===== config.mk =====
export PLATFORM = sky130hd
export DESIGN_NAME = psp_ram
export DESIGN_NICKNAME = d
export VERILOG_FILES = /design/src/sv/psp_ram.sv
export SDC_FILE = /design/constraint.sdc
export NUM_CORES = 1
export LEC_CHECK = 0
export CAP_MARGIN = 20
export CORE_MARGIN = 3
export CORE_UTILIZATION = 60
export DETAILED_ROUTE_END_ITERATION = 8
export DONT_BUFFER_PORTS = 1
export GPL_TIMING_DRIVEN = 0
export PLACE_DENSITY = 0.86
export SLEW_MARGIN = 20
export SYNTH_ARGS = -nofsm -noshare
export SYNTH_HDL_FRONTEND = slang
export SYNTH_SLANG_ARGS = --single-unit

===== constraint.sdc =====
create_clock -name clk -period 2.45 [get_ports clk]
set_clock_uncertainty 0.1 [all_clocks]
set_input_delay 0.735 -clock clk [delete_from_list [all_inputs] [get_ports clk]]
set_output_delay 0.735 -clock clk [all_outputs]
set_load 0.05 [all_outputs]

===== src/sv/psp_ram.sv =====
`timescale 1ns / 1ps
// Generic simple dual-port RAM: one write port, one read port, registered read data.
// No dependencies.
module psp_ram #(
	parameter int WIDTH = 8,
	parameter int DEPTH = 16
) (
	input  logic                     clk,
	input  logic                     we,
	input  logic [$clog2(DEPTH)-1:0] waddr,
	input  logic [WIDTH-1:0]         wdata,
	input  logic                     re,
	input  logic [$clog2(DEPTH)-1:0] raddr,
	output logic [WIDTH-1:0]         rdata
);

	logic [WIDTH-1:0] mem_q [DEPTH];

	always_ff @(posedge clk) begin
		if (we) begin
			mem_q[waddr] <= wdata;
		end
		if (re) begin
			rdata <= mem_q[raddr];
		end
	end

endmodule


# --- Word-level counts from Yosys, hierarchy flattened ---
# Memory sizes are Yosys's and may differ from the RTL's. A register that Yosys moved wholly into a read port is not among the register bits.
# Cells that the tools add are included.
# Widths: inputs -> output; s select.
word_totals:
  mem_bits_rw: 128
  reg_bits: 0
  wordCells: 3
  mem_count: 1
  out_inout_bits: 8
memory_table:
  columns: ["name", "depth", "width", "read_ports", "rd_ports_with_merged_regs", "write_ports", "line", "source"]
  rows:
  - ["mem_q", 16, 8, 1, 1, 1, "17", "logic [WIDTH-1:0] mem_q [DEPTH];"]
op_classes:
  n_mux: 2
ops:
  columns: ["cell", "count"]
  rows:
  - ["$mux 1", 2]

# --- Logic depth before layout (Yosys ltp) ---
depth:
  ltp_word: 2
  mapped_depth: 5
  ltp_nobuf: 3

# --- Least setup slack after synthesis ---
# OpenSTA, ideal clock, no wires.
synth_path:
  kind: "input-to-reg"
  startpoint: "input waddr[2]"
  endpoint: "memory mem_q[0][0] (enable)"
  cell_stages: 2
  slack_ps: 122
  arrival_time_ps: 1845
  setup_time_ps: 383
  t_required_ps: 1967
  cell_sequence: "or3b_2 nor3_1"
synth_lines:
  columns: ["item", "line", "source"]
  rows:
  - ["from (decl)", "10", "input logic [$clog2(DEPTH)-1:0] waddr,"]
  - ["to (decl)", "17", null]
# No word-level cell before the write port.

# --- Worst setup path in the final report ---
layout_path:
  startpoint: "register rdata[7], read port of mem_q"
  endpoint: "output rdata[7]"
layout_lines:
  columns: ["item", "line", "source"]
  rows:
  - ["from (decl)", "14", "output logic [WIDTH-1:0] rdata"]
# No word-level cell between the ends.

==> impl_metrics.toml <==
[layout]
multiInputGateArea_um2 = 1080
count_of_filler_cells_inserted_in_the_layout = 448
final_layout_size_suffix_gt1_share_pct = 23.8
finalNetCount = 267
area.sequential_um2 = 4080
post_route_design_area_um2 = 6000
syn_to_final_growth_pct = 14.8
diodes = 0

[clock_tree]
cts.path.max_buffers = 2
worstSkewPairLatency_ns = 0.51
clock_sink_count = 136
post_cts.repair.setup_buffers = 0
ctsResizeCount = 0
tritoncts_clock_tree = "built"
cts.clk_slew.worst_paths_ns = 0.06
ctsRootBufferMaster = "sky130_fd_sc_hd__clkbuf_8"
tritoncts.num_buffers = 17
cts.htree.levels = 4
ctsHoldBuffers = 0

[power]
switching_power_mw = 1.06
netSwitchingFraction_pct = 19.2
power_share_of_the_clock_group_pct = 48.1
pwr-share-seq_pct = 48.6
p_per_area_nw_per_um2 = 919
irDropWorstVdd_v = 0.000591
logic_pwr_share_pct = 3.3
p_leak_nw = 1.96
internal_power_mw = 4.46

[place]
placement.setup.worst_slack_ns = 0.0617
detailed_place.area_um2 = 5380
placement.io_buffers = 0
globalplace.congestion = 0.764
dp.final_hpwl_um = 6090

[status]
outcome = "completed"

[drt]
ant_nets = 0
first_iter_violations = 315
drtPass1Iterations = 5
detail_route.vias_per_cell = 6.77
drc_errors = 0
routed_wire_length_per_instance_um = 29.1
postRouteWirelength_um = 10600
num_vias = 2478

[floorplan]
core_um2 = 8340
die-area_um2 = 9870
die_w_um = 99.3
top_level_ports = 27
die_h_um = 99.3
placement_rows = 33
initial_utilization_pct = 62.7

[sta]
rsz0062_at_grt = "no"
period_share_pct = 81.3
max_freq_mhz = 502
tightest_slew_ns = 0.806
postLayoutSetupSlackWorst_ns = 0.459
timing.final.max_slew_violations = 0
fin_worst_hold_slack_ns = 0.214
setup_violations = 0
post-route-min-period_ns = 1.99
hold_violations = 0
slew-limit-headroom_pct = 46.0

[global_routing]
grt_max_degree = 17
met2_usage_pct = 37.1
via_count_of_the_first_global_routing_pass = 2618
grt_met3_use_pct = 7.57
grt_most_used_layer = "met2"
use_met1_pct = 32.0
globalRouteTotalUtil_pct = 23.9
global_route_wire_length_before_repair_um = 16200
grt_remaining_overflow = 0
antenna_violations_before_repair = 0

[critical_path]
setup.worst_path.class = "flip-flop to output pin"
worstSetupPathDepth = 0
r2r.worst_path.cells = 3
rr_endpoint = "rdata[1]"
critPathRequiredTime_ns = 1.62
worstPathArrival_ns = 1.16
crit_path_end_kind = "output pin"
critPathMaxFanout = 1
worst-r2r-setup-slack_ns = 0.74
timing.rr.start = "mem_q[5][1]"
setup.worst_path.start_class = "flip-flop"
setup.worst_path.start = "rdata[7]"
critPathCapture = "rdata[7]"

[synthesis]
synth-seq-area-share_pct = 78.1
synth_area_per_cell_um2 = 22.8
synth_warnings = 0
syn_std_cell_area_um2 = 5230
post_syn_nets = 248
synth.lib_cells_used.distinct = 18
syn-instance-count = 229
synth.ff_latch_count = 136

[worst_hold_path]
holdCritPathClass = "primary input to flip-flop"

[flow_run]
number_of_max_capacitance_violations_reported = 0
## cell usage after synthesis
cell type | n | area share [%]
sky130_fd_sc_hd__nand2_1 | 9 | 0.65
sky130_fd_sc_hd__a22oi_1 | 16 | 2.3
sky130_fd_sc_hd__mux4_1 | 14 | 7.0
sky130_fd_sc_hd__nand3_1 | 1 | 0.096
sky130_fd_sc_hd__and2_1 | 1 | 0.12
sky130_fd_sc_hd__nor3_1 | 4 | 0.38
sky130_fd_sc_hd__nor2b_1 | 1 | 0.12
sky130_fd_sc_hd__nand3b_1 | 2 | 0.29
sky130_fd_sc_hd__edfxtp_1 | 136 | 78
sky130_fd_sc_hd__and2b_1 | 1 | 0.14
sky130_fd_sc_hd__mux4_2 | 18 | 7.8
sky130_fd_sc_hd__buf_2 | 3 | 0.29
sky130_fd_sc_hd__clkdlybuf4s25_2 | 3 | 0.57
sky130_fd_sc_hd__nor2_1 | 13 | 0.93
sky130_fd_sc_hd__buf_4 | 1 | 0.14
sky130_fd_sc_hd__nand2b_1 | 2 | 0.24
sky130_fd_sc_hd__or3b_2 | 1 | 0.17
sky130_fd_sc_hd__buf_6 | 3 | 0.65
## worst min path at each step
| stage | from | cells after the start | to | slack [ns] |
|---|---|---|---|---|
| 4_1_cts | wdata[4] | 0 | mem_q[8][4] | 0.20 |
| 5_1_grt | wdata[0] | 0 | mem_q[6][0] | 0.19 |
| 2_1_floorplan | mem_q[7][0] | 3 | rdata[0] | 0.60 |
| 6_report | wdata[2] | 0 | mem_q[4][2] | 0.21 |
| 3_3_place_gp | mem_q[8][5] | 3 | rdata[5] | 0.64 |
| 3_5_place_dp | mem_q[11][5] | 3 | rdata[5] | 0.64 |
## routing by layer
metal | vias to the layer above | wire length (um)
met4 | 0 | 338
met3 | 30 | 928
met5 | - | 0
met1 | 1269 | 4000
met2 | 161 | 5370
li1 | 1018 | -
## logic make-up (layout without fill, tap and decap cells)
family	count (synthesis)	in the layout	share of synthesized area (%)
flip-flops	136	136	78.1
AND/OR/NAND/NOR	35	35	3.14
multiplexers	32	32	14.8
AO/OA/AOI/OAI	16	16	2.30
buffers and inverters	10	42	1.65
## flip-flops by register name (all words and copies together) (netlist names)
name   count
mem_q    128
rdata      8
## placed cells by master, fill, tap and decap left out
cell,synthesis,final
sky130_fd_sc_hd__mux4_2,18,18
sky130_fd_sc_hd__buf_6,3,3
sky130_fd_sc_hd__nand2_1,9,9
sky130_fd_sc_hd__nand3_1,1,1
sky130_fd_sc_hd__and2_1,1,1
sky130_fd_sc_hd__or3b_2,1,1
sky130_fd_sc_hd__and2b_1,1,1
sky130_fd_sc_hd__clkdlybuf4s25_2,3,3
sky130_fd_sc_hd__clkinv_1,0,1
sky130_fd_sc_hd__edfxtp_1,136,136
sky130_fd_sc_hd__nand3b_1,2,2
sky130_fd_sc_hd__bufinv_16,0,5
sky130_fd_sc_hd__buf_2,3,3
sky130_fd_sc_hd__mux4_1,14,14
sky130_fd_sc_hd__nor2b_1,1,1
sky130_fd_sc_hd__clkbuf_1,0,2
sky130_fd_sc_hd__buf_4,1,1
sky130_fd_sc_hd__clkinv_2,0,3
sky130_fd_sc_hd__clkbuf_8,0,1
sky130_fd_sc_hd__clkbuf_16,0,16
sky130_fd_sc_hd__clkinvlp_4,0,1
sky130_fd_sc_hd__a22oi_1,16,16
sky130_fd_sc_hd__nor2_1,13,13
sky130_fd_sc_hd__nor3_2,0,4
sky130_fd_sc_hd__clkinv_4,0,3
sky130_fd_sc_hd__nand2b_1,2,2
## metrics by stage
| stage | std cells | power [mW] | util [%] | TNS [ns] |
|---|---|---|---|---|
| floorplan | 229 | 2.85 | - | 0 |
| global placement | 334 | 2.89 | 64.3 | -2.44 |
| detailed placement | 334 | 2.90 | 64.5 | 0 |
| CTS | 366 | 5.54 | 72.0 | 0 |
| global route | 366 | 5.66 | 72.0 | 0 |
| finish | 366 | 5.52 | 72.0 | 0 |
## final cells by class
type	instances	share of cell area, %
clock buffers	19	7.02
multi-input cells	83	17.9
plain buffers	10	1.44
flip-flops and latches	136	68.0
well taps	105	2.19
clock inverters	13	3.38
## power groups by stage
stage	sequential, mW	clock (mW)	combinational (mW)
4_1_cts	2.68	2.67	0.182
5_1_grt	2.68	2.78	0.195
6_report	2.68	2.65	0.180
3_3_place_gp	2.72	0	0.172
3_5_place_dp	2.73	0	0.177
2_1_floorplan	2.72	0	0.132
No activity file was read; power rests on OpenSTA's default activity.
