**config.mk**
```make
export PLATFORM = sky130hd
export DESIGN_NAME = psp_ctrl
export DESIGN_NICKNAME = d
export VERILOG_FILES = /design/src/sv/psp_pkg.sv /design/src/sv/psp_ctrl.sv
export SDC_FILE = /design/constraint.sdc
export NUM_CORES = 1
export LEC_CHECK = 0
export BUFFER_PORTS_ARGS = -buffer_cell sky130_fd_sc_hd__buf_2
export CAP_MARGIN = 10
export CORE_MARGIN = 10
export CORE_UTILIZATION = 51
export DETAILED_ROUTE_END_ITERATION = 12
export HOLD_SLACK_MARGIN = 0.03
export PLACE_DENSITY = 0.8
export SYNTH_ARGS = -nofsm -noshare
export SYNTH_HDL_FRONTEND = slang
export SYNTH_SLANG_ARGS = --single-unit
```
**constraint.sdc**
```tcl
create_clock -name clk -period 15.47 [get_ports clk]
set_clock_uncertainty 0.05 [all_clocks]
set_input_delay 0 -clock clk [delete_from_list [all_inputs] [get_ports clk]]
set_output_delay 0 -clock clk [all_outputs]
set_load 0.02 [all_outputs]
```
**src/sv/psp_pkg.sv**
```systemverilog
`timescale 1ns / 1ps
// Shared types and constants for the particle slot pool.
// No dependencies; psp_ctrl and particle_slot_pool_unit import this package, psp_ram does not.
package psp_pkg;

	localparam int SLOTS  = 1024;
	localparam int SLOT_W = $clog2(SLOTS);
	localparam int LINK_W = $clog2(SLOTS + 1);
	localparam int TIME_W = 32;
	localparam int AL_W   = 2 * TIME_W;

	localparam logic [LINK_W-1:0] NONE_LINK = LINK_W'(SLOTS);

	localparam logic CMD_SPAWN = 1'b0;
	localparam logic CMD_AGE   = 1'b1;

	typedef struct packed {
		logic              cmd;
		logic [TIME_W-1:0] lifespan;
		logic [TIME_W-1:0] delta;
	} item_word_t;

	typedef struct packed {
		logic        granted;
		logic [9:0]  slot;
		logic [10:0] active_count;
	} result_word_t;

	typedef struct packed {
		logic              we;
		logic [SLOT_W-1:0] waddr;
		logic [LINK_W-1:0] wdata;
		logic              re;
		logic [SLOT_W-1:0] raddr;
	} link_req_t;

	typedef struct packed {
		logic              we;
		logic [SLOT_W-1:0] waddr;
		logic [AL_W-1:0]   wdata;
		logic              re;
		logic [SLOT_W-1:0] raddr;
	} al_req_t;

endpackage

```
**src/sv/psp_ctrl.sv**
```systemverilog
`timescale 1ns / 1ps
// Sequencer for spawn and age words: list heads, counters and the read-modify-write
// of the link and age/life memories. Depends on psp_pkg.
module psp_ctrl import psp_pkg::*; (
	input  logic              clk,
	input  logic              arst_n,
	input  logic              item_valid,
	output logic              item_ready,
	input  item_word_t        item,
	output logic              res_valid,
	output result_word_t      res_word,
	input  logic              res_take,
	output link_req_t         link_req,
	input  logic [LINK_W-1:0] link_rdata,
	output al_req_t           al_req,
	input  logic [AL_W-1:0]   al_rdata
);

	localparam logic [2:0] ST_IDLE  = 3'd0;
	localparam logic [2:0] ST_SPAWN = 3'd1;
	localparam logic [2:0] ST_RD    = 3'd2;
	localparam logic [2:0] ST_EV    = 3'd3;
	localparam logic [2:0] ST_LK    = 3'd4;
	localparam logic [2:0] ST_EMIT  = 3'd5;

	logic [2:0]        state_q;
	logic [LINK_W-1:0] free_head_q;
	logic [LINK_W-1:0] active_head_q;
	logic [LINK_W-1:0] live_count_q;
	logic [LINK_W-1:0] fresh_q;
	logic [LINK_W-1:0] cur_q;
	logic [LINK_W-1:0] nxt_q;
	logic [LINK_W-1:0] tail_q;
	logic [LINK_W-1:0] new_head_q;
	logic [LINK_W-1:0] steps_q;
	logic [TIME_W-1:0] lifespan_q;
	logic [TIME_W-1:0] delta_q;
	logic              granted_q;
	logic [SLOT_W-1:0] slot_q;

	logic [LINK_W-1:0] rd_slot;
	logic [LINK_W-1:0] link_fix;
	logic [TIME_W:0]   age_sum;
	logic [TIME_W-1:0] age_new;
	logic [TIME_W-1:0] age_old;
	logic [TIME_W-1:0] life_old;
	logic              expire;
	logic              walk_done;

	// Entries at or above the fresh mark have never been written; their link is taken
	// as the next slot instead of the memory contents.
	assign rd_slot  = (state_q == ST_SPAWN) ? free_head_q : cur_q;
	assign link_fix = (rd_slot >= fresh_q) ? rd_slot + LINK_W'(1) : link_rdata;

	assign age_old  = al_rdata[AL_W-1:TIME_W];
	assign life_old = al_rdata[TIME_W-1:0];
	assign age_sum  = {1'b0, age_old} + {1'b0, delta_q};
	assign age_new  = age_sum[TIME_W] ? {TIME_W{1'b1}} : age_sum[TIME_W-1:0];
	assign expire   = age_new > life_old;

	assign walk_done = (cur_q >= NONE_LINK) || (steps_q >= LINK_W'(SLOTS));

	assign item_ready = (state_q == ST_IDLE);
	assign res_valid  = (state_q == ST_EMIT);

	always_comb begin
		res_word.granted      = granted_q;
		res_word.slot         = 10'(slot_q);
		res_word.active_count = 11'(live_count_q);
	end

	always_comb begin
		link_req       = '0;
		al_req         = '0;
		link_req.raddr = free_head_q[SLOT_W-1:0];
		al_req.raddr   = cur_q[SLOT_W-1:0];
		unique case (state_q)
			ST_IDLE: begin
				link_req.re = 1'b1;
			end
			ST_SPAWN: begin
				link_req.we    = 1'b1;
				link_req.waddr = free_head_q[SLOT_W-1:0];
				link_req.wdata = active_head_q;
				al_req.we      = 1'b1;
				al_req.waddr   = free_head_q[SLOT_W-1:0];
				al_req.wdata   = {{TIME_W{1'b0}}, lifespan_q};
			end
			ST_RD: begin
				link_req.re    = !walk_done;
				link_req.raddr = cur_q[SLOT_W-1:0];
				al_req.re      = !walk_done;
			end
			ST_EV: begin
				link_req.we    = 1'b1;
				link_req.waddr = cur_q[SLOT_W-1:0];
				link_req.wdata = expire ? free_head_q : NONE_LINK;
				al_req.we      = 1'b1;
				al_req.waddr   = cur_q[SLOT_W-1:0];
				al_req.wdata   = {age_new, life_old};
			end
			ST_LK: begin
				link_req.we    = 1'b1;
				link_req.waddr = tail_q[SLOT_W-1:0];
				link_req.wdata = cur_q;
			end
			ST_EMIT: begin
			end
			default: begin
			end
		endcase
	end

	always_ff @(posedge clk or negedge arst_n) begin
		if (!arst_n) begin
			state_q       <= ST_IDLE;
			free_head_q   <= '0;
			active_head_q <= NONE_LINK;
			live_count_q  <= '0;
			fresh_q       <= '0;
		end else begin
			unique case (state_q)
				ST_IDLE: begin
					if (item_valid) begin
						if (item.cmd == CMD_SPAWN) begin
							state_q <= (free_head_q >= NONE_LINK) ? ST_EMIT : ST_SPAWN;
						end else begin
							state_q <= ST_RD;
						end
					end
				end
				ST_SPAWN: begin
					free_head_q   <= link_fix;
					active_head_q <= free_head_q;
					live_count_q  <= live_count_q + LINK_W'(1);
					if (free_head_q == fresh_q) begin
						fresh_q <= fresh_q + LINK_W'(1);
					end
					state_q <= ST_EMIT;
				end
				ST_RD: begin
					if (walk_done) begin
						active_head_q <= new_head_q;
						state_q       <= ST_EMIT;
					end else begin
						state_q <= ST_EV;
					end
				end
				ST_EV: begin
					if (expire) begin
						free_head_q <= cur_q;
						if (live_count_q != '0) begin
							live_count_q <= live_count_q - LINK_W'(1);
						end
						state_q <= ST_RD;
					end else if (tail_q >= NONE_LINK) begin
						state_q <= ST_RD;
					end else begin
						state_q <= ST_LK;
					end
				end
				ST_LK: begin
					state_q <= ST_RD;
				end
				ST_EMIT: begin
					if (res_take) begin
						state_q <= ST_IDLE;
					end
				end
				default: begin
					state_q <= ST_IDLE;
				end
			endcase
		end
	end

	always_ff @(posedge clk) begin
		case (state_q)
			ST_IDLE: begin
				lifespan_q <= item.lifespan;
				delta_q    <= item.delta;
				cur_q      <= active_head_q;
				tail_q     <= NONE_LINK;
				new_head_q <= NONE_LINK;
				steps_q    <= '0;
				granted_q  <= 1'b0;
				slot_q     <= '0;
			end
			ST_SPAWN: begin
				granted_q <= 1'b1;
				slot_q    <= free_head_q[SLOT_W-1:0];
			end
			ST_EV: begin
				nxt_q <= link_fix;
				if (expire || tail_q >= NONE_LINK) begin
					cur_q   <= link_fix;
					steps_q <= steps_q + LINK_W'(1);
				end
				if (!expire && tail_q >= NONE_LINK) begin
					new_head_q <= cur_q;
					tail_q     <= cur_q;
				end
			end
			ST_LK: begin
				tail_q  <= cur_q;
				cur_q   <= nxt_q;
				steps_q <= steps_q + LINK_W'(1);
			end
			default: begin
			end
		endcase
	end

`ifndef SYNTH
	a_live_bound: assert property (@(posedge clk) disable iff (!arst_n)
		live_count_q <= LINK_W'(SLOTS))
		else $error("live count exceeds the pool size");

	a_empty_active: assert property (@(posedge clk) disable iff (!arst_n)
		state_q == ST_IDLE |-> ((active_head_q == NONE_LINK) == (live_count_q == '0)))
		else $error("active list head disagrees with live count");

	a_full_pool: assert property (@(posedge clk) disable iff (!arst_n)
		(state_q == ST_IDLE && free_head_q >= NONE_LINK) |-> live_count_q == LINK_W'(SLOTS))
		else $error("free list empty while slots remain unused");

	a_fresh_grows: assert property (@(posedge clk) disable iff (!arst_n)
		1'b1 |=> fresh_q >= $past(fresh_q))
		else $error("fresh mark moved backwards");
`endif

endmodule
```
# Word level (Yosys, flattened, before mapping)
# Index checks and enable logic that the tools add are counted.
[op_classes]
n_eq_ne = 13
n_addsub = 6
magnitude_cmp = 6
muxes = 33
reduce_logical = 20
[op_table]
columns = ["cell", "count"]
rows = [
  ["one-hot mux 75 bit (2 select lines)", 1],
  ["2-to-1 mux 11 bit", 10],
  ["one-hot mux 11 bit (3 select lines)", 3],
  ["one-hot mux 11 bit (2 select lines)", 4],
  ["one-hot mux 22 bit (3 select lines)", 1],
  ["adder 11 x 1 -> 11 bit, second input constant", 4],
  [">= comparator 11 bit, second input constant", 4],
  ["adder 32 x 32 -> 33 bit", 1],
  ["> comparator 32 bit", 1],
  ["2-to-1 mux 32 bit", 1],
  ["2-to-1 mux 3 bit", 7],
  ["one-hot mux 10 bit (2 select lines)", 1],
  ["one-hot mux 3 bit (6 select lines)", 1],
  ["AND reduction 2 bit", 7],
  ["!= test 2 bit, second input constant", 6],
  ["== test 11 bit", 1],
  [">= comparator 11 bit", 1],
  ["nonzero test 11 bit", 1],
  ["subtractor 11 x 1 -> 11 bit, second input constant", 1],
  ["2-to-1 mux 10 bit", 1],
  ["nonzero test 2 bit", 4],
  ["== test 3 x 2 -> 1 bit, second input constant", 2],
  ["== test 3 bit, second input constant", 2],
  ["one-hot mux 1 bit (2 select lines)", 2],
  ["9 further kinds", 11],
]
[word_totals]
out_inout_bits = 143
wordCells = 92
register_bits = 177
in_bits = 144

# Depth between registers and ports, before layout
[depth]
depth_word = 7
mapped_depth = 22
ltp_nobuf = 19

# Least setup slack after synthesis
# Ideal clock, no wire load.
[synth_path]
path_kind = "register to register"
startpoint = "register state_q[0]"
endpoint = "register state_q[2]"
path_slack_ns = 9.020
n_path_buf = 1
t_arrival_ns = 6.317
path_stages_with_launch = 6
setup_ns = 0.082
period_less_slack_ns = 6.450
cell_sequence = "dfrtp_1 > clkbuf_1 > nor3_1 > a31o_2 > a21oi_1 > o22ai_1"
[synth_between]
elab_chain_cells = 3
word_cells_on_any_way = 10
cone_classes = "eq/ne (7); mux (1); reduce/logical (2)"
[synth_rtl]
columns = ["element", "line", "source"]
rows = [
  ["from (decl)", "psp_ctrl.sv:26", "logic [2:0] state_q;"],
  ["from (signal assigned)", "psp_ctrl.sv:126", "state_q <= (free_head_q >= NONE_LINK) ? ST_EMIT : ST_SPAWN;"],
  ["logical NOT 3 bit *", "-", ""],
  ["via item_ready", "psp_ctrl.sv:8", "output logic item_ready,"],
  ["!= test 2 bit (no source line)", "-", ""],
  ["AND reduction 2 bit (no source line)", "-", ""],
]
# The timed path passes the listed nets; every way through them passes the cells marked *.
# A chain may end at the register's enable or synchronous reset.

==> impl_metrics.toml <==
[outcome]
status = "finished, final reports clean"

[floorplan]
die_y_um = 172
io_pins = 287
core_mm2 = 0.0226
start_util_pct = 51.8
dieArea_mm2 = 0.0295
num_rows = 55
dieWidth_um = 172

[drt]
drt_iter0_drc = 1025
antenna_left = 0
wl_per_cell_um = 21.0
dr.pass1.iters = 6
vias = 10694
drc = 0
wirelength_um = 38900
via_per_inst = 5.77

[sta]
drv_slew = 0
max_freq_mhz = 175
period_share_pct = 36.9
finalCriticalPeriod_ns = 5.71
setup_viol = 0
worstMarginPinSlew_ns = 1.25
hold_ws_ns = 0.174
rsz0062_at_grt = "false"
slew_headroom_pct = 16.5
tns_ns = 0
hold_viol_final = 0

[clock_network]
post_cts_resize_count = 0
clockBufferDepth = 2
clk_pin_slew_ns = 0.07
cts_root_buffer = "clkbuf_16"
htree_num_levels = 4
post_cts_buffers = 0
cts_buffers = 17
cts_tree = "built"
cts_sinks = 177
clock_latency_ns = 0.44

[synth]
syn-num-nets = 1447
synth_area_mm2 = 0.0117
ys_ff_latch = 177
synth_top_flop_cell = "edfxtp_1"
ys_seq_area_share_pct = 43.3
synth_cell_types = 69
synth_edf_count = 130
synth-async-reset-ratio_pct = 26.6
syn_inst = 1214
avgSynthCellArea_um2 = 9.67
yosysWarnings = 0

[place]
post_dp_cell_area_mm2 = 0.0133
hpwlAfterDp_um = 28700
place_inst = 1739
port-buffer-count = 286
gp_congestion = 0.999

[worst_setup_path]
endpoint_kind = "output pin"
path_cells = "ha_1, and4_1, a211oi_1, a21oi_1, or3_1, a21oi_2, o21ai_1, a21oi_2, buf_4, nand2_1, ha_1, nand4_1, nor4_1, o311a_1, o31ai_1, nor2_1, nand2_1, nand2_1, buf_2"
cp.arrival_ns = 5.66
path_class = "reg -> out"
crit_path_max_incr_delay_ns = 0.64
cp_common_cell = "nand2_1"
cp-start-kind = "flop"
slowest_stage = "nor2_1"
worst-path-max-fanout = 40
critPathRequiredTime_ns = 15.42

[global_route]
grt_overflow_total = 0
grt_pass1_wl_um = 59700
antenna_found_initial = 1
grt_max_degree = 68
grtUsageTotal_pct = 25.9
grt_pass1_vias = 10909

[pwr]
ir_worst_vdd_v = 0.000107
p_per_area_mw_per_mm2 = 224
p_leak_nw = 6.90

[layout]
fin_util_pct = 64.9
final_area_mm2 = 0.0147
reg_top3 = "delta_q (32), lifespan_q (32)"
stdcell_count = 1853
final_nets = 1786
layout_commonest_cell = "buf_2"
area_growth_pct = 25.2
drive_gt1_share_pct = 24.6
final_cell_mix = "buf_2, nand2_1, edfxtp_1"

[min_path]
hold_path.class = "in -> async"

[run]
maxCapViolations = 0
## stage by stage
stage                     power (mW)  worst slack [ns]
after floorplan                 2.27              9.02
after global placement          2.77             10.21
after detailed placement        2.82              9.99
after CTS                       3.27              9.84
after global routing            3.51              9.30
final                           3.29              9.76
## synthesized netlist by cell type, types with 22 or more instances
master	instances	area, µm²
nand2_1	144	541
edfxtp_1	130	3900
nor2_1	110	413
ha_1	87	1090
a21oi_1	76	380
inv_1	75	282
xnor2_1	51	447
dfrtp_1	46	1150
o21ai_0	46	230
a21o_1	41	308
mux2i_1	41	410
clkbuf_1	30	113
o21a_1	26	195
a31oi_1	22	138
nand4_1	22	138
## power by group
group | total, mW | switching [mW] | internal (mW)
sequential | 0.948 | 0.163 | 0.785
combinational | 1.92 | 1.21 | 0.709
clock | 0.420 | 0.208 | 0.212
## final timing paths
check | start | to | slack, ns | cells after the start
max in group asynchronous | arst_n | state_q[1] | 14.72 | 3
min in group clk | item[7] | delta_q[7] | 0.22 | 2
max | delta_q[15] | link_req[14] | 9.76 | 19
min | arst_n | free_head_q[1] | 0.17 | 3
min reg2reg | new_head_q[10] | active_head_q[10] | 0.46 | 2
max reg2reg | delta_q[15] | free_head_q[8] | 9.95 | 18
## routing by layer
metal | global-route usage (%) | up-vias | part of all wire [%]
met5 | 0 | - | 0
met4 | 8.47 | 0 | 2.5
met3 | 8.16 | 70 | 11
met2 | 44.3 | 577 | 50
met1 | 30.0 | 5012 | 37
li1 | - | 5035 | -
## cells by family (layout without fill, tap and decap cells)
family	Yosys count	after routing	share of synthesized area, %
and+or+nand+nor	399	399	15.8
AOI/OAI and AO/OA	286	286	15.8
DFF	177	177	43.3
buffers and inverters	136	488	5.07
adders and majority gates	89	89	9.61
xor gates and xnor gates	68	68	5.07
muxes	59	59	5.29
other	0	2	0
## cell type report
class	instances	area (µm²)
diodes	2	5.00
clock buffers	18	429
clock inverters	14	125
fillers	1810	7950
inverters	77	294
multi-input cells	901	6070
flip-flops and latches	177	5080
well taps	285	357
repair buffers	379	2330
## worst max-delay path, delay by kind of cell, from the launching register on
family	cells	cell delay, ns
AO/OA/AOI/OAI	7	1.28
adder cells (fa/ha/maj)	2	0.75
buffers and inverters	2	0.52
flip-flops	1	0.39
AND/OR/NAND/NOR	8	2.27
## what timing repair did
action	in CTS	in global routing
hold buffers	80	0
endpoints found under the setup margin	0	0
hold endpoints to repair	139	0
Power figures use the tool's default switching activity.
